[config.mk]
export PLATFORM = sky130hd
export DESIGN_NAME = calendar_date_stepper_flat
export DESIGN_NICKNAME = d
export VERILOG_FILES = /design/src/cds_pkg.sv /design/src/cds_ifs.sv /design/src/calendar_date_stepper.sv /design/src/flat_wrapper.sv
export VERILOG_INCLUDE_DIRS = /design/src /design/src/src
export SDC_FILE = /design/constraint.sdc
export NUM_CORES = 1
export LEC_CHECK = 0
export ABC_AREA = 0
export BUFFER_PORTS_ARGS = -buffer_cell sky130_fd_sc_hd__buf_2
export CAP_MARGIN = 20
export CORE_MARGIN = 4
export CORE_UTILIZATION = 57
export DETAILED_ROUTE_END_ITERATION = 8
export PLACE_DENSITY = 0.75
export SETUP_SLACK_MARGIN = 0.15
export SLEW_MARGIN = 20
export SYNTH_ARGS = -nofsm -noshare
export SYNTH_HDL_FRONTEND = slang
export SYNTH_SLANG_ARGS = --single-unit
[constraint.sdc]
create_clock -name clk -period 28.7 [get_ports clk]
set_input_delay 2.87 -clock clk [delete_from_list [all_inputs] [get_ports clk]]
set_output_delay 2.87 -clock clk [all_outputs]
set_load 0.005 [all_outputs]
[src/calendar_date_stepper_assert.svh]
// Assertion macros for the calendar date stepper.
`ifndef CALENDAR_DATE_STEPPER_ASSERT_SVH
`define CALENDAR_DATE_STEPPER_ASSERT_SVH

`ifndef ASSERT_OFF
// Check prop at every clock edge out of reset.
`define CDS_ASSERT(label, prop, msg) \
  label: assert property (@(posedge clk) disable iff (!rst_n) prop) else $error(msg);
// Check prop at every clock edge, reset included.
`define CDS_ASSERT_ALWAYS(label, prop, msg) \
  label: assert property (@(posedge clk) prop) else $error(msg);
`else
`define CDS_ASSERT(label, prop, msg)
`define CDS_ASSERT_ALWAYS(label, prop, msg)
`endif

`endif

[src/cds_pkg.sv]
// Shared types, constants and helper functions of the calendar date stepper.
package cds_pkg;

  localparam int FIRST_YEAR    = 1900;
  localparam int LAST_YEAR     = 2099;
  localparam int DAYS_IN_RANGE = 73049;

  localparam int YEAR_W    = 12;
  localparam int YEAR_IN_W = 16;
  localparam int MONTH_W   = 4;
  localparam int DAY_W     = 5;
  localparam int OFFSET_W  = 18;
  localparam int ACTION_W  = 3;
  localparam int STATUS_W  = 2;
  localparam int CFG_IDX_W = 2;
  localparam int CFG_DATA_W = 12;

  localparam int MONTHS      = 12;
  localparam int MAX_DAYS    = 31;
  localparam int MAX_DEF_DAY = 28;
  localparam int CENTURY     = 100;

  // floor(y / 100) = (y * RECIP) >> RECIP_SHIFT, exact for every 12-bit y
  localparam int RECIP       = 1311;
  localparam int RECIP_W     = 11;
  localparam int RECIP_SHIFT = 17;
  localparam int PROD_W      = YEAR_W + RECIP_W;
  localparam int QUOT_W      = PROD_W - RECIP_SHIFT;

  localparam int RST_YEAR  = 2000;
  localparam int RST_MONTH = 1;
  localparam int RST_DAY   = 1;
  localparam bit RST_LEAP  = ((RST_YEAR % 4 == 0) && (RST_YEAR % 100 != 0)) ||
                             (RST_YEAR % 400 == 0);

  localparam logic [ACTION_W-1:0] ACT_SET  = 3'd0;
  localparam logic [ACTION_W-1:0] ACT_NEXT = 3'd1;
  localparam logic [ACTION_W-1:0] ACT_PREV = 3'd2;
  localparam logic [ACTION_W-1:0] ACT_ADD  = 3'd3;
  localparam logic [ACTION_W-1:0] ACT_SUB  = 3'd4;
  localparam logic [ACTION_W-1:0] ACT_LOAD = 3'd5;

  localparam logic [STATUS_W-1:0] ST_OK      = 2'd0;
  localparam logic [STATUS_W-1:0] ST_ILLEGAL = 2'd1;
  localparam logic [STATUS_W-1:0] ST_ZERO    = 2'd2;

  localparam logic [CFG_IDX_W-1:0] CFG_DEF_YEAR  = 2'd0;
  localparam logic [CFG_IDX_W-1:0] CFG_DEF_MONTH = 2'd1;
  localparam logic [CFG_IDX_W-1:0] CFG_DEF_DAY   = 2'd2;

  typedef logic [YEAR_W-1:0]  year_t;
  typedef logic [MONTH_W-1:0] month_t;
  typedef logic [DAY_W-1:0]   day_t;

  // Month length; a month code outside 1..12 counts as 31 days.
  function automatic day_t days_of(input logic leap, input month_t m);
    day_t len;
    case (m) inside
      4'd2:                      len = leap ? day_t'(29) : day_t'(28);
      4'd4, 4'd6, 4'd9, 4'd11:   len = day_t'(30);
      default:                   len = day_t'(MAX_DAYS);
    endcase
    return len;
  endfunction

endpackage

[src/cds_ifs.sv]
// Handshake channel interfaces of the calendar date stepper.
interface cds_in_if;
  import cds_pkg::*;
  logic                        valid;
  logic                        ready;
  logic [ACTION_W-1:0]         action;
  logic [YEAR_IN_W-1:0]        year_in;
  logic [MONTH_W-1:0]          month_in;
  logic [DAY_W-1:0]            day_in;
  logic signed [OFFSET_W-1:0]  offset_days;
  modport source (output valid, action, year_in, month_in, day_in, offset_days,
                  input ready);
  modport sink (input valid, action, year_in, month_in, day_in, offset_days,
                output ready);
endinterface

interface cds_out_if;
  import cds_pkg::*;
  logic                valid;
  logic                ready;
  logic [YEAR_W-1:0]   year_out;
  logic [MONTH_W-1:0]  month_out;
  logic [DAY_W-1:0]    day_out;
  logic [STATUS_W-1:0] status;
  modport source (output valid, year_out, month_out, day_out, status, input ready);
  modport sink (input valid, year_out, month_out, day_out, status, output ready);
endinterface

interface cds_cfg_if;
  import cds_pkg::*;
  logic                  valid;
  logic                  ready;
  logic [CFG_IDX_W-1:0]  index;
  logic [CFG_DATA_W-1:0] data;
  modport source (output valid, index, data, input ready);
  modport sink (input valid, index, data, output ready);
endinterface

[src/calendar_date_stepper.sv]
// Gregorian date counter with set, step and day-offset walk actions.
//
//   channel | dir | payload                                         | transfer
//   in_s    | in  | action, year_in, month_in, day_in, offset_days  | valid & ready
//   out_s   | out | year_out, month_out, day_out, status            | valid & ready
//   cfg_s   | in  | index, data (default year, month, day)          | valid & ready
//
// One item at a time; in_s.ready is high only while idle. Set passes S_SETLEAP, S_SETCHK
// and S_LEAP; next and previous day go straight to S_WALK; offset actions pass S_PREP,
// which reduces |n| below 73050, and S_LEAP. The walk advances one day a cycle, pausing
// in S_LEAP at each year crossed, where a shared leap unit (one reciprocal multiply) runs.
// rst_n is synchronous: it loads the default date 2000-01-01. A stalled result holds.
`include "calendar_date_stepper_assert.svh"

module calendar_date_stepper (
  input  logic clk,
  input  logic rst_n,
  cds_in_if.sink    in_s,
  cds_out_if.source out_s,
  cds_cfg_if.sink   cfg_s
);
  import cds_pkg::*;

  typedef enum logic [6:0] {
    S_IDLE    = 7'b0000001,
    S_PREP    = 7'b0000010,
    S_LEAP    = 7'b0000100,
    S_WALK    = 7'b0001000,
    S_SETLEAP = 7'b0010000,
    S_SETCHK  = 7'b0100000,
    S_OUT     = 7'b1000000
  } state_t;

  state_t                 state_r, state_nxt;
  year_t                  cur_year_r, cur_year_nxt;
  month_t                 cur_month_r, cur_month_nxt;
  day_t                   cur_day_r, cur_day_nxt;
  logic [OFFSET_W-1:0]    steps_left_r, steps_left_nxt;
  logic                   fwd_r, fwd_nxt;
  logic                   leap_r, leap_nxt;
  logic                   set_leap_r;
  logic [STATUS_W-1:0]    status_r, status_nxt;
  logic [ACTION_W-1:0]    act_r;
  year_t                  def_year_r;
  month_t                 def_month_r;
  day_t                   def_day_r;
  logic [YEAR_IN_W-1:0]   set_year_r;
  month_t                 set_month_r;
  day_t                   set_day_r;

  logic                   in_xfer, out_xfer, cfg_xfer;
  logic                   off_neg;
  logic [OFFSET_W-1:0]    off_mag;

  // shared leap unit
  year_t                  lu_year;
  logic [PROD_W-1:0]      lu_prod;
  logic [QUOT_W-1:0]      lu_quot;
  year_t                  lu_rem;
  logic                   lu_leap;

  // one-day step
  year_t                  st_year;
  month_t                 st_month;
  day_t                   st_day;
  day_t                   cur_len;

  // set validation
  logic                   set_zero, set_bad;

  assign in_xfer  = in_s.valid && in_s.ready;
  assign out_xfer = out_s.valid && out_s.ready;
  assign cfg_xfer = cfg_s.valid && cfg_s.ready;

  assign in_s.ready      = (state_r == S_IDLE);
  assign cfg_s.ready     = 1'b1;
  assign out_s.valid     = (state_r == S_OUT);
  assign out_s.year_out  = cur_year_r;
  assign out_s.month_out = cur_month_r;
  assign out_s.day_out   = cur_day_r;
  assign out_s.status    = status_r;

  assign off_neg = in_s.offset_days[OFFSET_W-1];
  assign off_mag = off_neg ? OFFSET_W'(-in_s.offset_days) : OFFSET_W'(in_s.offset_days);

  assign lu_year = (state_r == S_SETLEAP) ? set_year_r[YEAR_W-1:0] : cur_year_r;
  assign lu_prod = PROD_W'(lu_year) * PROD_W'(RECIP);
  assign lu_quot = lu_prod[PROD_W-1:RECIP_SHIFT];
  assign lu_rem  = lu_year - YEAR_W'(YEAR_W'(lu_quot) * YEAR_W'(CENTURY));
  assign lu_leap = (lu_year[1:0] == 2'b00) && ((lu_rem != '0) || (lu_quot[1:0] == 2'b00));

  assign cur_len = days_of(leap_r, cur_month_r);

  always_comb begin
    st_year  = cur_year_r;
    st_month = cur_month_r;
    st_day   = cur_day_r;
    if (fwd_r) begin
      if (cur_year_r == YEAR_W'(LAST_YEAR) && cur_month_r == MONTH_W'(MONTHS) &&
          cur_day_r == DAY_W'(MAX_DAYS)) begin
        st_year  = YEAR_W'(FIRST_YEAR);
        st_month = MONTH_W'(1);
        st_day   = DAY_W'(1);
      end else if (cur_day_r < cur_len) begin
        st_day = cur_day_r + DAY_W'(1);
      end else begin
        st_day = DAY_W'(1);
        if (cur_month_r < MONTH_W'(MONTHS)) begin
          st_month = cur_month_r + MONTH_W'(1);
        end else begin
          st_month = MONTH_W'(1);
          st_year  = cur_year_r + YEAR_W'(1);
        end
      end
    end else begin
      if (cur_year_r == YEAR_W'(FIRST_YEAR) && cur_month_r == MONTH_W'(1) &&
          cur_day_r == DAY_W'(1)) begin
        st_year  = YEAR_W'(LAST_YEAR);
        st_month = MONTH_W'(MONTHS);
        st_day   = DAY_W'(MAX_DAYS);
      end else if (cur_day_r > DAY_W'(1)) begin
        st_day = cur_day_r - DAY_W'(1);
      end else if (cur_month_r > MONTH_W'(1)) begin
        // same year, so the held leap flag still applies
        st_month = cur_month_r - MONTH_W'(1);
        st_day   = days_of(leap_r, cur_month_r - MONTH_W'(1));
      end else begin
        st_month = MONTH_W'(MONTHS);
        st_day   = DAY_W'(MAX_DAYS);
        st_year  = cur_year_r - YEAR_W'(1);
      end
    end
  end

  assign set_zero = (set_year_r == '0) || (set_month_r == '0) || (set_day_r == '0);
  assign set_bad  = (set_year_r < YEAR_IN_W'(FIRST_YEAR)) ||
                    (set_year_r > YEAR_IN_W'(LAST_YEAR)) ||
                    (set_month_r > MONTH_W'(MONTHS)) ||
                    (set_day_r > days_of(set_leap_r, set_month_r));

  always_comb begin
    state_nxt      = state_r;
    cur_year_nxt   = cur_year_r;
    cur_month_nxt  = cur_month_r;
    cur_day_nxt    = cur_day_r;
    steps_left_nxt = steps_left_r;
    fwd_nxt        = fwd_r;
    leap_nxt       = leap_r;
    status_nxt     = status_r;
    unique case (state_r)
      S_IDLE: begin
        if (in_xfer) begin
          status_nxt = ST_OK;
          case (in_s.action) inside
            ACT_SET: begin
              state_nxt = S_SETLEAP;
            end
            ACT_NEXT, ACT_PREV: begin
              steps_left_nxt = OFFSET_W'(1);
              fwd_nxt        = (in_s.action == ACT_NEXT);
              state_nxt      = S_WALK;
            end
            ACT_ADD, ACT_SUB, ACT_LOAD: begin
              steps_left_nxt = off_mag;
              fwd_nxt        = (in_s.action == ACT_SUB) ? off_neg : !off_neg;
              if (in_s.action == ACT_LOAD) begin
                cur_year_nxt  = YEAR_W'(FIRST_YEAR);
                cur_month_nxt = MONTH_W'(1);
                cur_day_nxt   = DAY_W'(1);
              end
              state_nxt = S_PREP;
            end
            default: begin
              state_nxt = S_OUT;
            end
          endcase
        end
      end
      S_PREP: begin
        // fold the magnitude into the range; it never exceeds twice the range length
        if (steps_left_r > OFFSET_W'(DAYS_IN_RANGE)) begin
          steps_left_nxt = steps_left_r - OFFSET_W'(DAYS_IN_RANGE);
        end
        state_nxt = S_LEAP;
      end
      S_LEAP: begin
        leap_nxt  = lu_leap;
        state_nxt = (steps_left_r != '0) ? S_WALK : S_OUT;
      end
      S_WALK: begin
        cur_year_nxt   = st_year;
        cur_month_nxt  = st_month;
        cur_day_nxt    = st_day;
        steps_left_nxt = steps_left_r - OFFSET_W'(1);
        if (st_year != cur_year_r) begin
          state_nxt = S_LEAP;
        end else if (steps_left_r == OFFSET_W'(1)) begin
          state_nxt = S_OUT;
        end
      end
      S_SETLEAP: begin
        state_nxt = S_SETCHK;
      end
      S_SETCHK: begin
        if (set_zero || set_bad) begin
          status_nxt    = set_zero ? ST_ZERO : ST_ILLEGAL;
          cur_year_nxt  = def_year_r;
          cur_month_nxt = def_month_r;
          cur_day_nxt   = def_day_r;
        end else begin
          cur_year_nxt  = set_year_r[YEAR_W-1:0];
          cur_month_nxt = set_month_r;
          cur_day_nxt   = set_day_r;
        end
        steps_left_nxt = '0;
        state_nxt      = S_LEAP;
      end
      S_OUT: begin
        if (out_xfer) begin
          state_nxt = S_IDLE;
        end
      end
      default: begin
        state_nxt = S_IDLE;
      end
    endcase
  end

  always_ff @(posedge clk) begin
    if (!rst_n) begin
      state_r      <= S_IDLE;
      cur_year_r   <= YEAR_W'(RST_YEAR);
      cur_month_r  <= MONTH_W'(RST_MONTH);
      cur_day_r    <= DAY_W'(RST_DAY);
      steps_left_r <= '0;
      fwd_r        <= 1'b1;
      leap_r       <= RST_LEAP;
      status_r     <= ST_OK;
    end else begin
      state_r      <= state_nxt;
      cur_year_r   <= cur_year_nxt;
      cur_month_r  <= cur_month_nxt;
      cur_day_r    <= cur_day_nxt;
      steps_left_r <= steps_left_nxt;
      fwd_r        <= fwd_nxt;
      leap_r       <= leap_nxt;
      status_r     <= status_nxt;
    end
  end

  // default date registers, saturated into their legal ranges on write
  always_ff @(posedge clk) begin
    if (!rst_n) begin
      def_year_r  <= YEAR_W'(RST_YEAR);
      def_month_r <= MONTH_W'(RST_MONTH);
      def_day_r   <= DAY_W'(RST_DAY);
    end else if (cfg_xfer) begin
      unique case (cfg_s.index)
        CFG_DEF_YEAR: begin
          if (cfg_s.data[YEAR_W-1:0] < YEAR_W'(FIRST_YEAR)) begin
            def_year_r <= YEAR_W'(FIRST_YEAR);
          end else if (cfg_s.data[YEAR_W-1:0] > YEAR_W'(LAST_YEAR)) begin
            def_year_r <= YEAR_W'(LAST_YEAR);
          end else begin
            def_year_r <= cfg_s.data[YEAR_W-1:0];
          end
        end
        CFG_DEF_MONTH: begin
          if (cfg_s.data[MONTH_W-1:0] == '0) begin
            def_month_r <= MONTH_W'(1);
          end else if (cfg_s.data[MONTH_W-1:0] > MONTH_W'(MONTHS)) begin
            def_month_r <= MONTH_W'(MONTHS);
          end else begin
            def_month_r <= cfg_s.data[MONTH_W-1:0];
          end
        end
        CFG_DEF_DAY: begin
          if (cfg_s.data[DAY_W-1:0] == '0) begin
            def_day_r <= DAY_W'(1);
          end else if (cfg_s.data[DAY_W-1:0] > DAY_W'(MAX_DEF_DAY)) begin
            def_day_r <= DAY_W'(MAX_DEF_DAY);
          end else begin
            def_day_r <= cfg_s.data[DAY_W-1:0];
          end
        end
        default: begin
          // drop writes to unknown registers
        end
      endcase
    end
  end

  // captured item fields, no reset needed
  always_ff @(posedge clk) begin
    if (in_xfer) begin
      act_r       <= in_s.action;
      set_year_r  <= in_s.year_in;
      set_month_r <= in_s.month_in;
      set_day_r   <= in_s.day_in;
    end
    if (state_r == S_SETLEAP) begin
      set_leap_r <= lu_leap;
    end
  end

  `CDS_ASSERT(a_one_side, !(in_s.ready && out_s.valid), "accepting while a result waits")
  `CDS_ASSERT(a_leap_sync, (state_r == S_IDLE) |-> (leap_r == lu_leap), "leap flag stale")
  `CDS_ASSERT(a_walk_live, (state_r == S_WALK) |-> (steps_left_r != '0), "walk with no steps")
  `CDS_ASSERT(a_walk_count, (state_r == S_WALK) |=> (steps_left_r == $past(steps_left_r) - OFFSET_W'(1)), "walk count slip")
  `CDS_ASSERT(a_status_set, (out_s.valid && (status_r != ST_OK)) |-> (act_r == ACT_SET), "error status off a set")
  `CDS_ASSERT(a_date_sane, (cur_month_r != '0) && (cur_month_r <= MONTH_W'(MONTHS)) && (cur_day_r != '0), "date field out of range")

endmodule

[src/flat_wrapper.sv]
// flat-port wrapper written by rule: the top's interface ports become plain ports
module calendar_date_stepper_flat import cds_pkg::*;
  (clk, rst_n, in_s_valid, in_s_action, in_s_year_in, in_s_month_in, in_s_day_in, in_s_offset_days, in_s_ready, out_s_valid, out_s_year_out, out_s_month_out, out_s_day_out, out_s_status, out_s_ready, cfg_s_valid, cfg_s_index, cfg_s_data, cfg_s_ready);
  cds_in_if in_s_i ();
  cds_out_if out_s_i ();
  cds_cfg_if cfg_s_i ();
  input  logic clk;
  input  logic rst_n;
  input wire logic [$bits(in_s_i.valid)-1:0] in_s_valid;
  input wire logic [$bits(in_s_i.action)-1:0] in_s_action;
  input wire logic [$bits(in_s_i.year_in)-1:0] in_s_year_in;
  input wire logic [$bits(in_s_i.month_in)-1:0] in_s_month_in;
  input wire logic [$bits(in_s_i.day_in)-1:0] in_s_day_in;
  input wire logic [$bits(in_s_i.offset_days)-1:0] in_s_offset_days;
  output wire logic [$bits(in_s_i.ready)-1:0] in_s_ready;
  output wire logic [$bits(out_s_i.valid)-1:0] out_s_valid;
  output wire logic [$bits(out_s_i.year_out)-1:0] out_s_year_out;
  output wire logic [$bits(out_s_i.month_out)-1:0] out_s_month_out;
  output wire logic [$bits(out_s_i.day_out)-1:0] out_s_day_out;
  output wire logic [$bits(out_s_i.status)-1:0] out_s_status;
  input wire logic [$bits(out_s_i.ready)-1:0] out_s_ready;
  input wire logic [$bits(cfg_s_i.valid)-1:0] cfg_s_valid;
  input wire logic [$bits(cfg_s_i.index)-1:0] cfg_s_index;
  input wire logic [$bits(cfg_s_i.data)-1:0] cfg_s_data;
  output wire logic [$bits(cfg_s_i.ready)-1:0] cfg_s_ready;
  assign in_s_i.valid = in_s_valid;
  assign in_s_i.action = in_s_action;
  assign in_s_i.year_in = in_s_year_in;
  assign in_s_i.month_in = in_s_month_in;
  assign in_s_i.day_in = in_s_day_in;
  assign in_s_i.offset_days = in_s_offset_days;
  assign in_s_ready = in_s_i.ready;
  assign out_s_valid = out_s_i.valid;
  assign out_s_year_out = out_s_i.year_out;
  assign out_s_month_out = out_s_i.month_out;
  assign out_s_day_out = out_s_i.day_out;
  assign out_s_status = out_s_i.status;
  assign out_s_i.ready = out_s_ready;
  assign cfg_s_i.valid = cfg_s_valid;
  assign cfg_s_i.index = cfg_s_index;
  assign cfg_s_i.data = cfg_s_data;
  assign cfg_s_ready = cfg_s_i.ready;
  calendar_date_stepper u_core (.clk(clk), .rst_n(rst_n), .in_s(in_s_i), .out_s(out_s_i), .cfg_s(cfg_s_i));
endmodule
=== After elaboration in Yosys (flattened, before gate mapping) ===
Index checks and enable logic that the tools add are counted.

* Word-level logic and storage cells: 214
* Output and inout bits: 26
* Input port bits: 65
* Bits in registers: 97

* Reductions and logical operators: 45
* Multipliers: 2
* Mux-type cells: 79
* Order comparisons: 13
* Add/subtract/negate cells: 10
* Equal/unequal tests: 49
* Bitwise operators: 1

{| class="wikitable"
|+ Operators by type and width
! operator !! number
|-
| 12-bit two-way mux || 16
|-
| 18-bit two-way mux || 6
|-
| 5-bit two-way mux || 16
|-
| 18-bit case mux with 4 select lines || 1
|-
| 4-bit two-way mux || 15
|-
| 7-bit two-way mux || 8
|-
| 7-bit case mux with 6 select lines || 1
|-
| 12-bit case mux with 3 select lines || 1
|-
| 4-bit == test, second input constant || 7
|-
| 4-bit by 3-bit == test with 1-bit output, second input constant || 6
|-
| 12-bit by 11-bit multiplier with 23-bit output, second input constant || 1
|-
| 18-bit by 1-bit == test with 1-bit output, second input constant || 1
|-
| 18-bit by 17-bit > comparator with 1-bit output, second input constant || 1
|-
| 18-bit negator || 1
|-
| 18-bit nonzero test || 1
|-
| 18-bit by 1-bit subtractor with 18-bit output, second input constant || 1
|-
| 18-bit by 17-bit subtractor with 18-bit output, second input constant || 1
|-
| 16-bit by 12-bit > comparator with 1-bit output, second input constant || 1
|-
| 16-bit zero test || 1
|-
| 16-bit by 11-bit < comparator with 1-bit output, second input constant || 1
|-
| 5-bit case mux with 3 select lines || 1
|-
| 12-bit by 1-bit adder with 12-bit output, second input constant || 1
|-
| 12-bit by 11-bit == test with 1-bit output, second input constant || 1
|-
| 12-bit == test, second input constant || 1
|-
| 64 further kinds || 108
|}

=== Depth between registers and ports, before layout ===
Gate-level depths: netlist (run 1).

* Depth after elaboration: 11
* Gate-level depth with buffers: 41
* Gate-level depth less buffers: 40

=== Least setup slack after synthesis (run 1) ===
OpenSTA, ideal clock, no wires.

* Kind: register to register
* Start point: register u_core.state_r[1]
* End point: register u_core.set_leap_r, data pin
* Cell stages (with the launch flop): 35
* Path buffers: 2
* Setup time: 252 ps
* Setup slack: 18502 ps
* Clock period less this slack: 10198 ps
* Required time: 28448 ps
* Arrival time: 9946 ps
* Cell sequence: dfxtp_1 -> nor4b_4 -> nand2_2 -> inv_2 -> buf_1 -> mux2i_1 -> inv_1 -> fa_1 -> ha_1 -> fa_1 -> fa_1 -> inv_1 -> fa_1 -> inv_1 -> ha_1 -> and3_1 -> and3_1 -> o311a_1 -> or4_1 -> and2_1 -> clkbuf_1 -> xnor2_1 -> ha_1 -> ha_1 -> fa_1 -> nor2b_1 -> a21boi_0 -> o41a_1 -> o41a_1 -> a41o_1 -> a22o_1 -> or4_1 -> a211oi_1 -> and4bb_1 -> nor2_1

* Cells in the longest elaborated chain, start to end: 8
* Elaborated cells on any way between the ends: 10
* Classes of those cells: add/sub (1); mul (2); eq/ne (1); mux (1); reduce/logical (5)

{| class="wikitable"
|+ Ends and longest elaborated chain
! element !! line !! RTL
|-
| start: declaration || calendar_date_stepper.sv:34 || <nowiki>state_t state_r, state_nxt;</nowiki>
|-
| start signal: assignment || calendar_date_stepper.sv:240 || <nowiki>state_r <= state_nxt;</nowiki>
|-
| 7-bit by 5-bit == test with 1-bit output (*) || calendar_date_stepper.sv:86 || <nowiki>assign lu_year = (state_r == S_SETLEAP) ? set_year_r[YEAR_W-1:0] : cur_year_r;</nowiki>
|-
| 12-bit two-way mux (*) || calendar_date_stepper.sv:86 ||
|-
| 12-bit by 11-bit multiplier with 23-bit output || calendar_date_stepper.sv:87 || <nowiki>assign lu_prod = PROD_W'(lu_year) * PROD_W'(RECIP);</nowiki>
|-
| 6-bit by 5-bit multiplier with 10-bit output || calendar_date_stepper.sv:89 || <nowiki>assign lu_rem = lu_year - YEAR_W'(YEAR_W'(lu_quot) * YEAR_W'(CENTURY));</nowiki>
|-
| 12-bit subtractor || calendar_date_stepper.sv:89 ||
|-
| 12-bit nonzero test || calendar_date_stepper.sv:90 || <nowiki>assign lu_leap = (lu_year[1:0] == 2'b00) && ((lu_rem != '0) || (lu_quot[1:0] == 2'b00));</nowiki>
|-
| 1-bit logical OR || calendar_date_stepper.sv:90 ||
|-
| 1-bit logical AND (*) || calendar_date_stepper.sv:90 ||
|-
| via u_core.lu_leap || calendar_date_stepper.sv:60 || <nowiki>logic lu_leap;</nowiki>
|-
| end signal: assignment || calendar_date_stepper.sv:302 || <nowiki>set_leap_r <= lu_leap;</nowiki>
|-
| end: declaration || calendar_date_stepper.sv:41 || <nowiki>logic set_leap_r;</nowiki>
|}

Mark *: on every way through the listed nets, which the timed path passes. The rest lies on a longest branch.
A chain may end at the register's enable or synchronous reset.

=== Worst setup path after layout (run 1) ===
Ends and elaborated chain as after synthesis.

==> results of run 1 <==
cell type report:
class / count / share of cell area (%)
Clock buffer: 10 / 2.04
Multi-Input combinational cell: 1018 / 67.1
Clock inverter: 6 / 0.656
Inverter: 109 / 3.64
Sequential cell: 97 / 19.6
Tap cell: 229 / 2.55
Timing Repair Buffer: 97 / 4.49
flip-flops by register name, summed over array words and instances (netlist names):
name                    count
u_core.state_r              7
u_core.def_year_r          12
u_core.def_month_r          4
u_core.set_month_r          4
u_core.leap_r               1
u_core.out_s.month_out      4
u_core.out_s.year_out      12
u_core.set_day_r            5
u_core.out_s.day_out        5
u_core.out_s.status         2
u_core.fwd_r                1
u_core.def_day_r            5
u_core.set_year_r          16
u_core.steps_left_r        18
u_core.set_leap_r           1
synthesized netlist by cell type (17+ instances only):
cell	count	area, um2
mux2i_1	26	260
clkbuf_1	65	244
nor3_1	37	185
dfxtp_1	71	1420
a21oi_1	94	470
nor2_1	121	454
and3_1	17	106
ha_1	130	1630
xnor2_1	44	385
o21ai_0	79	395
nand2_1	98	368
fa_1	33	661
nand3_1	24	120
edfxtp_1	26	781
a211oi_1	23	173
inv_1	107	402
xor2_1	21	184
cell families after synthesis:
kind of cell | Yosys count | synth area share (%)
other cells | 1 | 0.0360
flops | 97 | 21.1
mux | 31 | 3.06
buf+inv | 181 | 6.62
compound gates | 345 | 21.6
xor+xnor | 66 | 5.67
simple gates | 410 | 19.8
fa+ha+maj | 165 | 22.1
worst min-delay path, stage by stage (launching register included):
cell and delay [ps]:
dfxtp_1 310, nand2_1 60, a21oi_1 60
worst paths after layout:
check,from,end,slack (ps)
max,u_core.state_r[1],u_core.set_leap_r,17540
min,u_core.def_year_r[11],u_core.def_year_r[11],470
max reg2reg,u_core.state_r[1],u_core.set_leap_r,17540
min reg2reg,u_core.def_year_r[11],u_core.def_year_r[11],470
stage by stage:
stage | util, % | setup WS (ps) | instance area [um2]
2_1_floorplan | - | 18500 | 10400
3_3_place_gp | 60.9 | 17870 | 10900
3_5_place_dp | 60.9 | 17560 | 10900
4_1_cts | 62.6 | 17520 | 11200
5_1_grt | 62.6 | 17000 | 11300
6_report | 62.6 | 17540 | 11300
metal layers:
layer	part of all wire [%]	vias up	GRT usage, %	routed length, um
li1	-	4772	-	-
met1	45	4664	42.5	13300
met2	43	499	41.7	12500
met3	10	57	6.43	3020
met4	2.1	0	6.89	614
met5	0	-	0	0
==> impl_metrics.tcl, run 1 <==
set metrics [dict create \
    run_status "finished, final reports clean" \
    critPathRequiredTime_ps 28810 \
    drc 0 \
    reg2regPathDepth 32 \
    drive_gt1_share_pct 10.5 \
    hold_depth 2 \
    setup_viol 0 \
    cts-root-buf "clkbuf_16" \
    wirelength_um 29500 \
    rsz0062_at_grt "no" \
    core_region_area_um2 18000 \
    final-hold-violation-count 0 \
    max_stage_delay_ps 830 \
    vias 9992 \
    finalMaxSlewViolations 0 \
    whs_ps 469 \
    gp_routability_congestion 0.986 \
    cp.arrival_ps 11270 \
    hold_buffers 0 \
    wl_per_cell_um 18.8 \
    critPathMaxFanout 18 \
    worst-slew-pin-transition_ps 1100 \
    syn_nets 1524 \
    crit_type "flop to flop" \
    synth-seq-cells 97 \
    finClkSkew_ps 9.65 \
    worstSetupStartpointType "flop" \
    maxClockFrequency_mhz 89.6 \
    die_area_um2 20500 \
    port-buffer-count 89 \
    endpoint_kind "flop" \
    overflow 0 \
    fin_crit_sh_pct 38.9 \
    cts_inserted_buffers 9 \
    area_growth_pct 7.88 \
    path_clk_slew_ps 70 \
    layout.cells.non_filler 1566 \
    synth.distinct_cells 85 \
    grt_pass1_vias 9058 \
    most-common-layout-cells "ha_1, nor2_1, inv_1" \
    seq_area_um2 2200 \
    cts_buffer_depth 2 \
    synth_area_um2 10400 \
    fill_cells 1616 \
    cp_top_family "adder cells" \
    clk_latency_ps 350 \
    yosysSeqAreaShare_pct 21.1 \
    drtIter0Drc 1199 \
    first_pass_iters 5 \
    cts_setup_buffers 0 \
    start_util_pct 58.1 \
    period_minus_slack_ps 11160 \
    grt_max_degree 36 \
    rows 49 \
    synth_area_per_cell_um2 8.05 \
    cts.sinks 97 \
    cp_slowest_cell "fa_1" \
    path_buf_inv 4 \
    grt_pass1_wl_um 46800 \
    die_x_um 143 \
    yosys_most_used_dff "dfxtp_1" \
    critPathMostFrequentCell "fa_1" \
    slew_headroom_pct 26.6 \
    ys_warn_count 0 \
    drtAntennaViolNets 0 \
    multi_input_area_um2 7540 \
    hold_class "flop to flop" \
    synthArstFlopShare_pct 0 \
    vias_per_cell 6.38 \
    final_common_cell "ha_1" \
    cp.depth 32 \
    antenna_found_initial 0 \
    syn_inst 1296 \
    cts_resized 0 \
    ios 91 \
    synth_edf_count 26 \
    diodes 0 \
    setup_tns_ps 0 \
    grt_use_total_pct 28.4 \
    die_y_um 143 \
    cts_tree "done" \
    dpl.cell_count 1550 \
    htreeDepth 3 \
    drv_cap 0 \
    dpl.hpwl_um 23000 \
    nets 1560 \
]
Power of run 1 is left out: the tool's default activity adds up to more than one toggle a clock period on the data nets, which glitch-free logic cannot reach.
==> inputs of run 2 (changes only) <==
--- a/config.mk
+++ b/config.mk
@@ -10,9 +10,9 @@
 export BUFFER_PORTS_ARGS = -buffer_cell sky130_fd_sc_hd__buf_2
 export CAP_MARGIN = 20
 export CORE_MARGIN = 4
-export CORE_UTILIZATION = 57
+export CORE_UTILIZATION = 56
 export DETAILED_ROUTE_END_ITERATION = 8
-export PLACE_DENSITY = 0.75
+export PLACE_DENSITY = 0.77
 export SETUP_SLACK_MARGIN = 0.15
 export SLEW_MARGIN = 20
 export SYNTH_ARGS = -nofsm -noshare
==> constraint.sdc (replaced) <==
create_clock -name clk -period 10.1 [get_ports clk]
set_input_delay 1.01 -clock clk [delete_from_list [all_inputs] [get_ports clk]]
set_output_delay 1.01 -clock clk [all_outputs]
set_load 0.005 [all_outputs]
==> run 2 against run 1 <==
Register-to-register slack lost 17000 ps. Die area is 1.7% higher. Worst hold slack got worse by 2.2 ps. First-iteration DRC count is 13% higher. Global-route usage is 0.067 points lower. Routed wire length grew 2.7%.
==> impl_metrics.tcl, run 2 (synthesis gave the netlist of run 1 again) <==
set metrics [dict create \
    dpl.hpwl_um 23400 \
    finClkSkew_ps 8.44 \
    rows 49 \
    grt_use_total_pct 28.4 \
    vias_per_cell 6.37 \
    diodes 0 \
    antenna_found_initial 0 \
    fill_cells 1565 \
    grt_max_degree 40 \
    setup_viol 0 \
    grt_pass1_wl_um 47500 \
    endpoint_kind "flop" \
    cts-root-buf "clkbuf_16" \
    drive_gt1_share_pct 13.5 \
    largest_register_ffs 18 \
    drc 0 \
    run_status "finished, final reports clean" \
    finalInstanceArea_um2 11600 \
    critPathMaxFanout 8 \
    final_common_cell "ha_1" \
    path_clk_slew_ps 70 \
    die_x_um 144 \
    critPathRequiredTime_ps 10210 \
    die_y_um 144 \
    wirelength_um 30300 \
    period_minus_slack_ps 9620 \
    core_region_area_um2 18100 \
    finalMaxSlewViolations 0 \
    gp_routability_congestion 0.927 \
    setup_tns_ps 0 \
    wl_per_cell_um 18.9 \
    reg_top3 "u_core.steps_left_r: 18 flops, u_core.set_year_r: 16 flops" \
    area_growth_pct 11.2 \
    port-buffer-count 89 \
    nets 1596 \
    grt_pass1_vias 9193 \
    drtIter0Drc 1359 \
    rsz0062_at_grt "no" \
    maxClockFrequency_mhz 104 \
    htreeDepth 3 \
    cts.sinks 97 \
    start_util_pct 57.5 \
    worstSetupStartpointType "flop" \
    hold_buffers 0 \
    fin_crit_sh_pct 95.3 \
    slew_headroom_pct 27.4 \
    first_pass_iters 6 \
    cts_inserted_buffers 9 \
    final-hold-violation-count 0 \
    placedInstanceArea_um2 11200 \
    max_stage_delay_ps 540 \
    cp_slowest_cell "fa_1" \
    critPathMostFrequentCell "ha_1" \
    drtAntennaViolNets 0 \
    die_area_um2 20900 \
    cts_buffer_depth 2 \
    cts_tree "done" \
    vias 10212 \
    crit_type "flop to flop" \
    most-common-layout-cells "ha_1, nor2_1, inv_1" \
    ios 91 \
    cp.arrival_ps 9730 \
    worst-slew-pin-transition_ps 1090 \
    hold_class "flop to flop" \
    top_register "u_core.steps_left_r" \
    clk_latency_ps 350 \
    drv_cap 0 \
    overflow 0 \
]
[run 2: layout make-up]
cell class / instances / area (um2) / area share, %
Inverter: 109 / 417 / 3.59
Timing Repair inverter: 1 / 6.26 / 0.0540
Timing Repair Buffer: 132 / 768 / 6.63
Clock inverter: 6 / 85.1 / 0.734
Clock buffer: 10 / 229 / 1.97
Sequential cell: 97 / 2200 / 19.0
Multi-Input combinational cell: 1018 / 7600 / 65.5
Tap cell: 229 / 287 / 2.47
[run 2: worst paths after layout]
path | endpoint | cells past startpoint | slack (ps) | startpoint
worst min-delay path | u_core.def_year_r[11] | 2 | 470 | u_core.def_year_r[11]
worst min register to register | u_core.def_year_r[11] | 2 | 470 | u_core.def_year_r[11]
worst max-delay path | u_core.set_leap_r | 39 | 480 | u_core.state_r[4]
worst max register to register | u_core.set_leap_r | 39 | 480 | u_core.state_r[4]
[run 2: per-layer routing]
metal  vias to the layer above  share of wire (%)  GRT usage (%)
li1                       4841                  -              -
met3                        58                 10           5.52
met5                         -                  0              0
met4                         0                2.0           5.35
met2                       540                 43           41.7
met1                      4773                 45           43.5
[run 2: metrics by stage]
stage	cells	setup WS (ps)	utilization (%)	hold slack, ps
6_report	1602	476	63.9	466
5_1_grt	1602	139	63.9	502
4_1_cts	1594	266	63.3	464
3_5_place_dp	1576	97.8	61.4	449
3_3_place_gp	1576	272	61.4	443
2_1_floorplan	1296	150	-	436
[run 2: what timing repair did]
item	CTS	global route
resized for setup	0	15
pin swaps	1	3
cloned	0	1
setup buffers	2	7
setup endpoints to repair	2	2
[run 2: worst max-delay path, delay by kind of cell, from the launching register on]
family | cells | cell delay [ps]
adders and majority gates | 11 | 4010
and+or+nand+nor | 10 | 2440
AOI/OAI and AO/OA | 8 | 1270
buffers and inverters | 8 | 780
DFF | 1 | 410
xor gates and xnor gates | 1 | 250
muxes | 1 | 220
Power of run 2 is left out for the same reason.
==> inputs of run 3 (changes only) <==
--- a/config.mk
+++ b/config.mk
@@ -11,8 +11,9 @@
 export CAP_MARGIN = 20
 export CORE_MARGIN = 4
 export CORE_UTILIZATION = 56
+export CTS_CLUSTER_DIAMETER = 120
 export DETAILED_ROUTE_END_ITERATION = 8
-export PLACE_DENSITY = 0.77
+export PLACE_DENSITY = 0.91
 export SETUP_SLACK_MARGIN = 0.15
 export SLEW_MARGIN = 20
 export SYNTH_ARGS = -nofsm -noshare
==> run 3 against run 2 <==
Register-to-register slack about the same. Cell count decreased by 1.3%. Sequential cell count unchanged. First-iteration DRC count decreased by 24%. Routed wire length decreased by 0.57%. Clock-buffer cell count decreased by 1. Maximum frequency decreased by 0.13%. Via count increased by 0.40%. Largest cell class unchanged.
==> impl_metrics.tcl, run 3 (synthesis gave the netlist of run 1 again) <==
set metrics [dict create \
    drtAntennaViolNets 0 \
    top_register "u_core.steps_left_r" \
    worst-slew-pin-transition_ps 1120 \
    first_pass_iters 7 \
    slew_headroom_pct 25.3 \
    drive_gt1_share_pct 12.5 \
    period_minus_slack_ps 9640 \
    multi_input_area_um2 7600 \
    path_clk_slew_ps 70 \
    worstSetupStartpointType "flop" \
    whs_ps 483 \
    antenna_found_initial 0 \
    cts-root-buf "clkbuf_16" \
    grt_use_total_pct 28.3 \
    wl_per_cell_um 19.0 \
    grt_pass1_vias 9504 \
    final-hold-violation-count 0 \
    critPathMaxFanout 13 \
    cp_slowest_cell "fa_1" \
    rows 49 \
    core_region_area_um2 18100 \
    finalMaxSlewViolations 0 \
    max_stage_delay_ps 550 \
    ios 91 \
    die_area_um2 20900 \
    run_status "finished, final reports clean" \
    drc 0 \
    vias 10253 \
    setup_viol 0 \
    setup_tns_ps 0 \
    grt_max_degree 34 \
    rsz0062_at_grt "no" \
    hold_buffers 0 \
    fin_crit_sh_pct 95.4 \
    reg_top3 "u_core.steps_left_r: 18 flops, u_core.set_year_r: 16 flops" \
    drv_cap 0 \
    overflow 0 \
    vias_per_cell 6.49 \
    endpoint_kind "flop" \
    final_common_cell "ha_1" \
    maxClockFrequency_mhz 104 \
    die_y_um 144 \
    most-common-layout-cells "ha_1, nor2_1, inv_1" \
    fill_cells 1511 \
    port-buffer-count 89 \
    htreeDepth 3 \
    cts_tree "done" \
    largest_register_ffs 18 \
    start_util_pct 57.5 \
    gp_routability_congestion 1.03 \
    cts_buffer_depth 2 \
    critPathMostFrequentCell "fa_1" \
    drtIter0Drc 1034 \
    critPathRequiredTime_ps 10210 \
    cp.arrival_ps 9740 \
    hold_class "flop to flop" \
    seq_area_um2 2200 \
    dpl.hpwl_um 23300 \
    cts.sinks 97 \
    clk_latency_ps 350 \
    wirelength_um 30100 \
    crit_type "flop to flop" \
    nets 1574 \
    finClkSkew_ps 13.4 \
    die_x_um 144 \
    grt_pass1_wl_um 47500 \
    area_growth_pct 9.74 \
    cts_inserted_buffers 9 \
]
-- run 3: changes by cell type in the layout (fill, tap and decap cells not counted), sizes merged --
| cell | change |
|---|---|
| buf | -21 |
| bufinv | +1 |
| clkbuf | -1 |
| clkinv | +1 |
| clkinvlp | +2 |
| diode | +1 |
| inv | -4 |
-- run 3: final timing paths --
kind | from | endpoint | cells after the start | slack [ps]
worst max register to register | u_core.state_r[3] | u_core.set_leap_r | 35 | 460
worst min-delay path | u_core.def_year_r[11] | u_core.def_year_r[11] | 2 | 480
worst max-delay path | u_core.state_r[3] | u_core.set_leap_r | 35 | 460
worst min register to register | u_core.def_year_r[11] | u_core.def_year_r[11] | 2 | 480
-- run 3: critical path: cells and delay by family, from the launching register on --
kind,cells,cell delay (ps)
muxes,1,270
adders and majority gates,10,4170
buffers and inverters,4,370
and+or+nand+nor,10,2520
DFF,1,380
xor gates and xnor gates,2,310
AOI/OAI and AO/OA,8,1370
-- run 3: what timing repair did --
action                                  CTS  global route
setup buffers                             0             2
endpoints found under the setup margin    0             2
gates resized for setup                   0            23
-- run 3: layout make-up --
class	instances	share of cell area [%]
multi-input cells	1018	66.4
repair buffers	111	5.37
clock buffers	9	1.97
diodes	1	0.0219
flip-flops and latches	97	19.2
inverters	109	3.68
clock inverters	7	0.809
well taps	229	2.50
-- run 3: through the flow --
| stage | worst slack [ps] | std cells | utilization, % | instance area, um2 |
|---|---|---|---|---|
| after floorplan | 150 | 1296 | - | 10400 |
| after global placement | 497 | 1562 | 60.9 | 11000 |
| after detailed placement | 224 | 1562 | 60.9 | 11000 |
| after CTS | 171 | 1578 | 62.6 | 11400 |
| after global routing | 134 | 1580 | 63.1 | 11400 |
| final | 464 | 1581 | 63.1 | 11400 |
-- run 3: per-layer routing --
| layer | vias up | GRT usage, % | wire [um] | part of all wire [%] |
|---|---|---|---|---|
| met5 | - | 0 | 0 | 0 |
| met4 | 0 | 10.8 | 1040 | 3.5 |
| met3 | 84 | 4.56 | 3050 | 10 |
| met2 | 586 | 43.8 | 13400 | 45 |
| met1 | 4783 | 39.7 | 12600 | 42 |
| li1 | 4800 | - | - | - |
Power of run 3 is left out for the same reason.
